===== src/rtl/cpst_pkg.sv =====
// ----------------------------------------------------------------------------
// cpst_pkg
// Shared types and constants of the contact pair state table.
// ----------------------------------------------------------------------------
package cpst_pkg;

    localparam int ID_W              = 16;
    localparam int DEF_TABLE_DEPTH   = 32;
    localparam int DEF_ID_BITS       = 16;
    localparam int MAX_RESULTS       = 32;

    typedef enum logic [1:0] {
        CMD_TEST   = 2'd0,
        CMD_DEACT  = 2'd1,
        CMD_REMOVE = 2'd2,
        CMD_CLEAR  = 2'd3
    } t_cmd;

    typedef enum logic [1:0] {
        EV_NONE  = 2'd0,
        EV_BEGAN = 2'd1,
        EV_CONT  = 2'd2,
        EV_APART = 2'd3
    } t_event;

    typedef enum logic [1:0] {
        S_IDLE,
        S_WALK,
        S_FIN
    } t_state;

    typedef struct packed {
        logic [1:0]      command;
        logic [ID_W-1:0] id_a;
        logic [ID_W-1:0] id_b;
        logic            hit;
    } t_in_beat;

    typedef struct packed {
        logic [1:0]      event_res;
        logic [ID_W-1:0] pair_low_id;
        logic [ID_W-1:0] pair_high_id;
        logic            overflow;
        logic            last;
    } t_out_beat;

endpackage


===== src/rtl/cpst_if.sv =====
// ----------------------------------------------------------------------------
// cpst_if
// Valid/ready channels carrying command beats and event beats.
// ----------------------------------------------------------------------------
interface cpst_in_if import cpst_pkg::*; ();
    logic     valid;
    logic     ready;
    t_in_beat data;

    modport source (output valid, output data, input ready);
    modport sink   (input valid, input data, output ready);
endinterface

interface cpst_out_if import cpst_pkg::*; ();
    logic      valid;
    logic      ready;
    t_out_beat data;

    modport source (output valid, output data, input ready);
    modport sink   (input valid, input data, output ready);
endinterface


===== src/rtl/cpst_pair_ram.sv =====
// ----------------------------------------------------------------------------
// cpst_pair_ram
// Pair ID storage: one write port, one read port with registered data.
// ----------------------------------------------------------------------------
module cpst_pair_ram #(
    parameter int DEPTH = 32,
    parameter int WIDTH = 32,
    parameter int AW    = 5
) (
    input  logic             i_clk,
    input  logic             i_wr_en,
    input  logic [AW-1:0]    i_wr_addr,
    input  logic [WIDTH-1:0] i_wr_data,
    input  logic             i_rd_en,
    input  logic [AW-1:0]    i_rd_addr,
    output logic [WIDTH-1:0] o_rd_data
);

    logic [WIDTH-1:0] r_mem [DEPTH];
    logic [WIDTH-1:0] r_rd_data;

    always_ff @(posedge i_clk) begin
        if (i_wr_en) begin
            r_mem[i_wr_addr] <= i_wr_data;
        end
    end

    always_ff @(posedge i_clk) begin
        if (i_rd_en) begin
            r_rd_data <= r_mem[i_rd_addr];
        end
    end

    assign o_rd_data = r_rd_data;

endmodule


===== src/rtl/contact_pair_state_table_top.sv =====
// Walk: test, deactivate and remove walk the pair memory through its single read
//   port, one entry per cycle while no deactivate apart beat stalls at the output;
//   clear skips the walk. A new command is taken only once the item's final beat
//   is loaded into the output register.
// Reset: synchronous; contact flags of all entries clear together, no sweep.
// ----------------------------------------------------------------------------
// contact_pair_state_table_top
// Collider pair contact table: began / continued / apart event tracking.
// ----------------------------------------------------------------------------
module contact_pair_state_table_top import cpst_pkg::*; #(
    parameter int TABLE_DEPTH = DEF_TABLE_DEPTH,
    parameter int ID_BITS     = DEF_ID_BITS
) (
    input  logic        i_clk,
    input  logic        i_rst_n,
    cpst_in_if.sink     i_cmd,
    cpst_out_if.source  o_evt
);

    localparam int IDX_W = (TABLE_DEPTH > 1) ? $clog2(TABLE_DEPTH) : 1;
    localparam int ENT_W = 2 * ID_BITS;
    localparam int CNT_W = $clog2(MAX_RESULTS + 1);
    localparam logic [IDX_W-1:0] LAST_IDX = IDX_W'(TABLE_DEPTH - 1);
    localparam logic [CNT_W-1:0] CNT_MAX  = CNT_W'(MAX_RESULTS);

    t_state r_state, n_state;

    logic [1:0]         r_cmd;
    logic [ID_BITS-1:0] r_key_lo, r_key_hi;
    logic               r_hit;

    logic [TABLE_DEPTH-1:0] r_valid;

    logic               r_iss_vld, r_cmp_vld;
    logic [IDX_W-1:0]   r_iss_idx, r_cmp_idx;

    logic               r_found, r_free;
    logic [IDX_W-1:0]   r_found_idx, r_free_idx;

    logic               r_pend_vld;
    logic [ID_BITS-1:0] r_pend_lo, r_pend_hi;
    logic [CNT_W-1:0]   r_cnt;

    logic               r_out_vld;
    t_out_beat          r_out;

    logic [ENT_W-1:0]   rd_data;
    logic [ID_BITS-1:0] ent_lo, ent_hi;
    logic               ent_v, ent_has_a, ent_match;
    logic               in_acc, out_free, deact_emit, stall, adv, walk_done;
    logic               rd_en, wr_en, fin_go, out_load_pend;
    logic [ID_BITS-1:0] in_a, in_b;
    t_out_beat          fin_beat;

    assign in_acc   = i_cmd.valid && i_cmd.ready;
    assign out_free = !r_out_vld || o_evt.ready;
    assign in_a     = i_cmd.data.id_a[ID_BITS-1:0];
    assign in_b     = i_cmd.data.id_b[ID_BITS-1:0];

    assign ent_lo    = rd_data[ENT_W-1 -: ID_BITS];
    assign ent_hi    = rd_data[ID_BITS-1:0];
    assign ent_v     = r_valid[r_cmp_idx];
    assign ent_has_a = (ent_lo == r_key_lo) || (ent_hi == r_key_lo);
    assign ent_match = ent_v && (ent_lo == r_key_lo) && (ent_hi == r_key_hi);

    assign deact_emit = r_cmp_vld && (r_cmd == CMD_DEACT) && ent_v && ent_has_a
                        && (r_cnt != CNT_MAX);
    assign stall      = deact_emit && r_pend_vld && !out_free;
    assign adv        = (r_state == S_WALK) && !stall;
    assign walk_done  = !r_iss_vld && !r_cmp_vld;
    assign rd_en      = adv && r_iss_vld;
    assign fin_go     = (r_state == S_FIN) && out_free;
    assign wr_en      = fin_go && (r_cmd == CMD_TEST) && !r_found && r_hit && r_free;
    assign out_load_pend = adv && deact_emit && r_pend_vld;

    cpst_pair_ram #(
        .DEPTH (TABLE_DEPTH),
        .WIDTH (ENT_W),
        .AW    (IDX_W)
    ) u_ram (
        .i_clk     (i_clk),
        .i_wr_en   (wr_en),
        .i_wr_addr (r_free_idx),
        .i_wr_data ({r_key_lo, r_key_hi}),
        .i_rd_en   (rd_en),
        .i_rd_addr (r_iss_idx),
        .o_rd_data (rd_data)
    );

    // next state
    always_comb begin
        n_state = r_state;
        case (r_state)
            S_IDLE: begin
                if (in_acc) begin
                    n_state = (i_cmd.data.command == CMD_CLEAR) ? S_FIN : S_WALK;
                end
            end
            S_WALK: begin
                if (walk_done) begin
                    n_state = S_FIN;
                end
            end
            S_FIN: begin
                if (out_free) begin
                    n_state = S_IDLE;
                end
            end
            default: n_state = S_IDLE;
        endcase
    end

    // final beat of the item
    always_comb begin
        fin_beat = '0;
        fin_beat.last = 1'b1;
        case (r_cmd)
            CMD_TEST: begin
                fin_beat.pair_low_id  = ID_W'(r_key_lo);
                fin_beat.pair_high_id = ID_W'(r_key_hi);
                if (r_found) begin
                    fin_beat.event_res = r_hit ? EV_CONT : EV_APART;
                end else if (r_hit) begin
                    fin_beat.event_res = EV_BEGAN;
                    fin_beat.overflow  = !r_free;
                end else begin
                    fin_beat.event_res = EV_NONE;
                end
            end
            CMD_DEACT: begin
                if (r_pend_vld) begin
                    fin_beat.event_res    = EV_APART;
                    fin_beat.pair_low_id  = ID_W'(r_pend_lo);
                    fin_beat.pair_high_id = ID_W'(r_pend_hi);
                end
            end
            default: fin_beat.event_res = EV_NONE;
        endcase
    end

    always_ff @(posedge i_clk) begin
        if (!i_rst_n) begin
            r_state    <= S_IDLE;
            r_valid    <= '0;
            r_iss_vld  <= 1'b0;
            r_cmp_vld  <= 1'b0;
            r_found    <= 1'b0;
            r_free     <= 1'b0;
            r_pend_vld <= 1'b0;
            r_cnt      <= '0;
            r_out_vld  <= 1'b0;
        end else begin
            r_state <= n_state;

            if (in_acc) begin
                r_iss_vld  <= (i_cmd.data.command != CMD_CLEAR);
                r_cmp_vld  <= 1'b0;
                r_found    <= 1'b0;
                r_free     <= 1'b0;
                r_pend_vld <= 1'b0;
                r_cnt      <= '0;
                if (i_cmd.data.command == CMD_CLEAR) begin
                    r_valid <= '0;
                end
            end

            if (adv) begin
                r_cmp_vld <= r_iss_vld;
                if (r_iss_vld && (r_iss_idx == LAST_IDX)) begin
                    r_iss_vld <= 1'b0;
                end
                if (r_cmp_vld) begin
                    case (r_cmd)
                        CMD_TEST: begin
                            if (ent_match && !r_found) begin
                                r_found <= 1'b1;
                            end
                            if (!ent_v && !r_free) begin
                                r_free <= 1'b1;
                            end
                        end
                        CMD_DEACT: begin
                            if (ent_v && ent_has_a) begin
                                r_valid[r_cmp_idx] <= 1'b0;
                            end
                            if (deact_emit) begin
                                r_pend_vld <= 1'b1;
                                r_cnt      <= r_cnt + 1'b1;
                            end
                        end
                        CMD_REMOVE: begin
                            if (ent_has_a) begin
                                r_valid[r_cmp_idx] <= 1'b0;
                            end
                        end
                        default: ;
                    endcase
                end
            end

            if (fin_go && (r_cmd == CMD_TEST)) begin
                if (r_found && !r_hit) begin
                    r_valid[r_found_idx] <= 1'b0;
                end else if (wr_en) begin
                    r_valid[r_free_idx] <= 1'b1;
                end
            end

            if (out_load_pend || fin_go) begin
                r_out_vld <= 1'b1;
            end else if (r_out_vld && o_evt.ready) begin
                r_out_vld <= 1'b0;
            end
        end
    end

    // payload
    always_ff @(posedge i_clk) begin
        if (in_acc) begin
            r_cmd    <= i_cmd.data.command;
            r_hit    <= i_cmd.data.hit;
            r_iss_idx <= '0;
            r_key_lo <= ((i_cmd.data.command == CMD_TEST) && (in_b < in_a)) ? in_b : in_a;
            r_key_hi <= (in_b < in_a) ? in_a : in_b;
        end
        if (adv) begin
            r_cmp_idx <= r_iss_idx;
            if (r_iss_vld && (r_iss_idx != LAST_IDX)) begin
                r_iss_idx <= r_iss_idx + 1'b1;
            end
            if (r_cmp_vld && (r_cmd == CMD_TEST)) begin
                if (ent_match && !r_found) begin
                    r_found_idx <= r_cmp_idx;
                end
                if (!ent_v && !r_free) begin
                    r_free_idx <= r_cmp_idx;
                end
            end
            if (deact_emit) begin
                r_pend_lo <= ent_lo;
                r_pend_hi <= ent_hi;
            end
        end
        if (out_load_pend) begin
            r_out.event_res    <= EV_APART;
            r_out.pair_low_id  <= ID_W'(r_pend_lo);
            r_out.pair_high_id <= ID_W'(r_pend_hi);
            r_out.overflow     <= 1'b0;
            r_out.last         <= 1'b0;
        end else if (fin_go) begin
            r_out <= fin_beat;
        end
    end

    assign i_cmd.ready = (r_state == S_IDLE);
    assign o_evt.valid = r_out_vld;
    assign o_evt.data  = r_out;

endmodule


===== src/flat_wrapper.sv =====
// flat-port wrapper written by rule: the top's interface ports become plain ports
module contact_pair_state_table_top_flat import cpst_pkg::*;
#(
    parameter int TABLE_DEPTH = DEF_TABLE_DEPTH,
    parameter int ID_BITS     = DEF_ID_BITS
)
  (i_clk, i_rst_n, i_cmd_valid, i_cmd_data, i_cmd_ready, o_evt_valid, o_evt_data, o_evt_ready);
  cpst_in_if i_cmd_i ();
  cpst_out_if o_evt_i ();
  input  logic i_clk;
  input  logic i_rst_n;
  input wire logic [$bits(i_cmd_i.valid)-1:0] i_cmd_valid;
  input wire logic [$bits(i_cmd_i.data)-1:0] i_cmd_data;
  output wire logic [$bits(i_cmd_i.ready)-1:0] i_cmd_ready;
  output wire logic [$bits(o_evt_i.valid)-1:0] o_evt_valid;
  output wire logic [$bits(o_evt_i.data)-1:0] o_evt_data;
  input wire logic [$bits(o_evt_i.ready)-1:0] o_evt_ready;
  assign i_cmd_i.valid = i_cmd_valid;
  assign i_cmd_i.data = i_cmd_data;
  assign i_cmd_ready = i_cmd_i.ready;
  assign o_evt_valid = o_evt_i.valid;
  assign o_evt_data = o_evt_i.data;
  assign o_evt_i.ready = o_evt_ready;
  contact_pair_state_table_top #(.TABLE_DEPTH(TABLE_DEPTH), .ID_BITS(ID_BITS)) u_core (.i_clk(i_clk), .i_rst_n(i_rst_n), .i_cmd(i_cmd_i), .o_evt(o_evt_i));
endmodule

===== config.mk =====
export PLATFORM = sky130hd
export DESIGN_NAME = contact_pair_state_table_top_flat
export DESIGN_NICKNAME = d
export VERILOG_FILES = /design/src/rtl/cpst_pkg.sv /design/src/rtl/cpst_if.sv /design/src/rtl/cpst_pair_ram.sv /design/src/rtl/contact_pair_state_table_top.sv /design/src/flat_wrapper.sv
export SDC_FILE = /design/constraint.sdc
export NUM_CORES = 1
export LEC_CHECK = 0
export ABC_AREA = 1
export ABC_CLOCK_PERIOD_IN_PS = 5850
export BUFFER_PORTS_ARGS = -buffer_cell sky130_fd_sc_hd__buf_2
export CAP_MARGIN = 20
export CORE_MARGIN = 1
export CORE_UTILIZATION = 46
export CTS_CLUSTER_SIZE = 25
export DETAILED_ROUTE_END_ITERATION = 8
export SYNTH_ARGS = -nofsm -noshare
export SYNTH_HDL_FRONTEND = slang
export SYNTH_SLANG_ARGS = --single-unit

===== constraint.sdc =====
create_clock -name i_clk -period 5.85 [get_ports i_clk]
set_clock_uncertainty 0.1 [all_clocks]
set_input_delay 1.4625 -clock i_clk [delete_from_list [all_inputs] [get_ports i_clk]]
set_output_delay 1.4625 -clock i_clk [all_outputs]
set_load 0.01 [all_outputs]

==> impl_metrics.ini <==
[sta]
setup_violations = 0
period_needed_ps = 4190
period_share_pct = 71.5
tightestPinTransition_ps = 1120
final_hold_viol_count = 0
fmax_mhz = 239
fin_setup_tns_ps = 0
drv_slew = 0
relSlewSlack_pct = 25.0
holdWs_ps = 373
rsz0062_at_grt = no

[floorplan]
num_io_pins = 77
core_um2 = 108000
start_util_pct = 46.7
dieArea_um2 = 111000
die_y_um = 333
num_rows = 120
die_w_um = 333

[clock_network]
cts-root-buf = clkbuf_16
post_cts_resized = 0
cts_sinks = 1225
post_cts_buffers = 0
cts_hold_buf = 0
cts-htree-levels = 3
clock_latency_ps = 730
cts_buffers = 121
cts_tree = built
path_clk_slew_ps = 60
max-clock-path-buffers = 3

[run_status]
status = complete, no violations

[detailed_routing]
drt-initial-drc-count = 4962
viasPerCell = 6.11
wirelength_mm = 153
wl_per_cell_um = 26.9
ant_nets = 0
firstDrtPassIters = 6
drc = 0
num_vias = 34804

[critical_path]
cpMostUsedCell = nand2_1
worst_path_max_delay_cell = edfxtp_1
arrival_ps = 4430
critPathTopFamily = simple AND/OR/NAND/NOR gates
critical_path_class = flop to flop
cp_data_required_time_ps = 6100
end_kind = flop
cp_max_fo = 37
cp-start-kind = flop
cp_cell_sequence = inv_1 -> nand2_1 -> nand2_1 -> nor2_1 -> nand2_1 -> nor2_1 -> nand2_1 -> nand2_1 -> nand2_4 -> nor2_4 -> nand4_4 -> nand2_1 -> buf_4
max_stage_delay_ps = 930
worst-path-buf-inv = 2

[global_routing]
grt_max_degree = 183
overflow = 0
grt_use_total_pct = 27.3
grt_antenna_before_repair = 7
grt_pass1_wl_mm = 222
grt_pass1_vias = 31766

[place]
portBuffers = 76
place_inst = 5467
gp_congestion = 0.917
hpwl_mm = 92.1

[logic_synthesis]
synthDistinctLibCells = 43
syn_avg_cell_area_um2 = 12.2
yosys.area.top_type = edfxtp_1
yosysSeqAreaShare_pct = 72.0
synthTopCellsByArea = edfxtp_1 (70%), o21ai_0 (6.7%), nor2_1 (5.1%)
synth_area_um2 = 50300
synth-main-ff-cell = edfxtp_1
ys_ff_latch = 1225
syn_inst = 4137
synthArstFlopShare_pct = 0
synth.top_cell.area_share_pct = 69.8
synth_fp_nets = 4199
yosysWarnings = 0
synth-edff-count = 1170
yosysMostFrequentCell = edfxtp_1
netlist_top_cells_count = edfxtp_1 (1,170), nor2_1 (688), o21ai_0 (670)

[power_and_ir_drop]
power_mw = 18.9
power_frac_clock_pct = 40.7
comb_power_share_pct = 6.9
p_leak_nw = 19.2
ir_drop_v = 0.000251
p_switching_mw = 4.43
powerDensity_nw_per_um2 = 333
intPower_mw = 14.4
sequentialPowerShare_pct = 52.4
switching_share_pct = 23.5

[finish]
drive_above_1_share_pct = 10.5
fin_nets = 4251
layoutNonFillerInstCount = 5694
area_growth_syn_to_layout_pct = 12.6

[job]
max_cap_violations = 0

[worst_hold_path]
hp-class = flop to flop
## cell usage in the layout, fill, tap and decap left out, types with 28 or more instances in the layout
master	n
a31oi_1	32
clkbuf_16	122
a21oi_1	67
dfxtp_1	50
o22ai_1	100
inv_1	160
nor2_4	34
nor2_1	656
clkbuf_1	33
edfxtp_1	1170
buf_2	76
o21ai_0	670
nand2_1	444
nand3_1	108
clkinv_1	28
o221ai_1	188
buf_4	101
## power by group through the flow
stage               clock network, mW  registers [mW]  logic [mW]
finish                           7.68            9.87        1.30
global route                     8.05            9.87        1.41
CTS                              7.75            9.87        1.28
detailed placement                  0            10.1        1.27
global placement                    0            10.1        1.26
floorplan                           0            10.1       0.645
## cell type report
class                      instances  area (um2)
clock inverter                    68         686
inverter                         174         681
tap                             1403        1760
multi-input combinational       2472       12600
timing repair buffer             195        1510
antenna                            1        2.50
clock buffer                     156        3180
sequential                      1225       36200
fill                            9112       51100
## flip-flops by register name (all words and copies together) (netlist names), 2 cells and up
| signal | cells |
|---|---|
| u_core.r_key_lo | 16 |
| u_core.r_cnt | 6 |
| u_core.r_iss_idx | 5 |
| u_core.r_key_hi | 16 |
| u_core.r_valid | 32 |
| u_core.r_found_idx | 5 |
| u_core.r_pend_hi | 16 |
| u_core.u_ram.o_rd_data | 32 |
| u_core.r_cmp_idx | 5 |
| u_core.r_free_idx | 5 |
| u_core.r_pend_lo | 16 |
| u_core.u_ram.r_mem | 1024 |
| u_core.r_cmd | 2 |
| u_core.o_evt.data | 36 |
| u_core.r_state | 2 |
## stage by stage
stage,worst slack [ps],utilization (%),cell area (um2)
floorplan,988,-,50300
global placement,1470,48.9,52800
detailed placement,1370,49.0,52800
CTS,1680,52.5,56600
global route,1370,52.6,56700
finish,1660,52.6,56700
## routing by layer
layer | GRT usage (%) | part of all wire (%) | vias to the layer above | wire, um
li1 | - | - | 15331 | -
met1 | 41.0 | 43 | 17343 | 65200
met2 | 40.8 | 44 | 1894 | 67700
met3 | 5.13 | 11 | 234 | 16700
met4 | 7.04 | 2.5 | 2 | 3770
met5 | 0 | 0.013 | - | 20
## worst register-to-register path: cells and delay by family, from the launching register on
kind | cells | cell delay (ps)
buf+inv | 2 | 620
flops | 1 | 930
simple gates | 11 | 2130
## cells by family (layout without fill, tap and decap cells)
group	Yosys count	after routing	synth area share [%]
AO/OA/AOI/OAI	1139	1139	13.5
XOR/XNOR	19	19	0.331
adder cells (fa/ha/maj)	23	23	0.572
buffers and inverters	440	593	3.41
flip-flops	1225	1225	72.0
other	0	1	0
AND/OR/NAND/NOR	1291	1291	10.2
## final timing paths
path	start	endpoint	slack, ps	cells after the start
worst max-delay path	u_core.r_key_lo[1]	u_core.o_evt.data[7]	1660	13
worst min-delay path	u_core.u_ram.o_rd_data[26]	u_core.r_pend_lo[10]	370	0
worst max register to register	u_core.r_key_lo[1]	u_core.o_evt.data[7]	1660	13
worst min register to register	u_core.u_ram.o_rd_data[26]	u_core.r_pend_lo[10]	370	0
(Power assumes the default switching activity.)
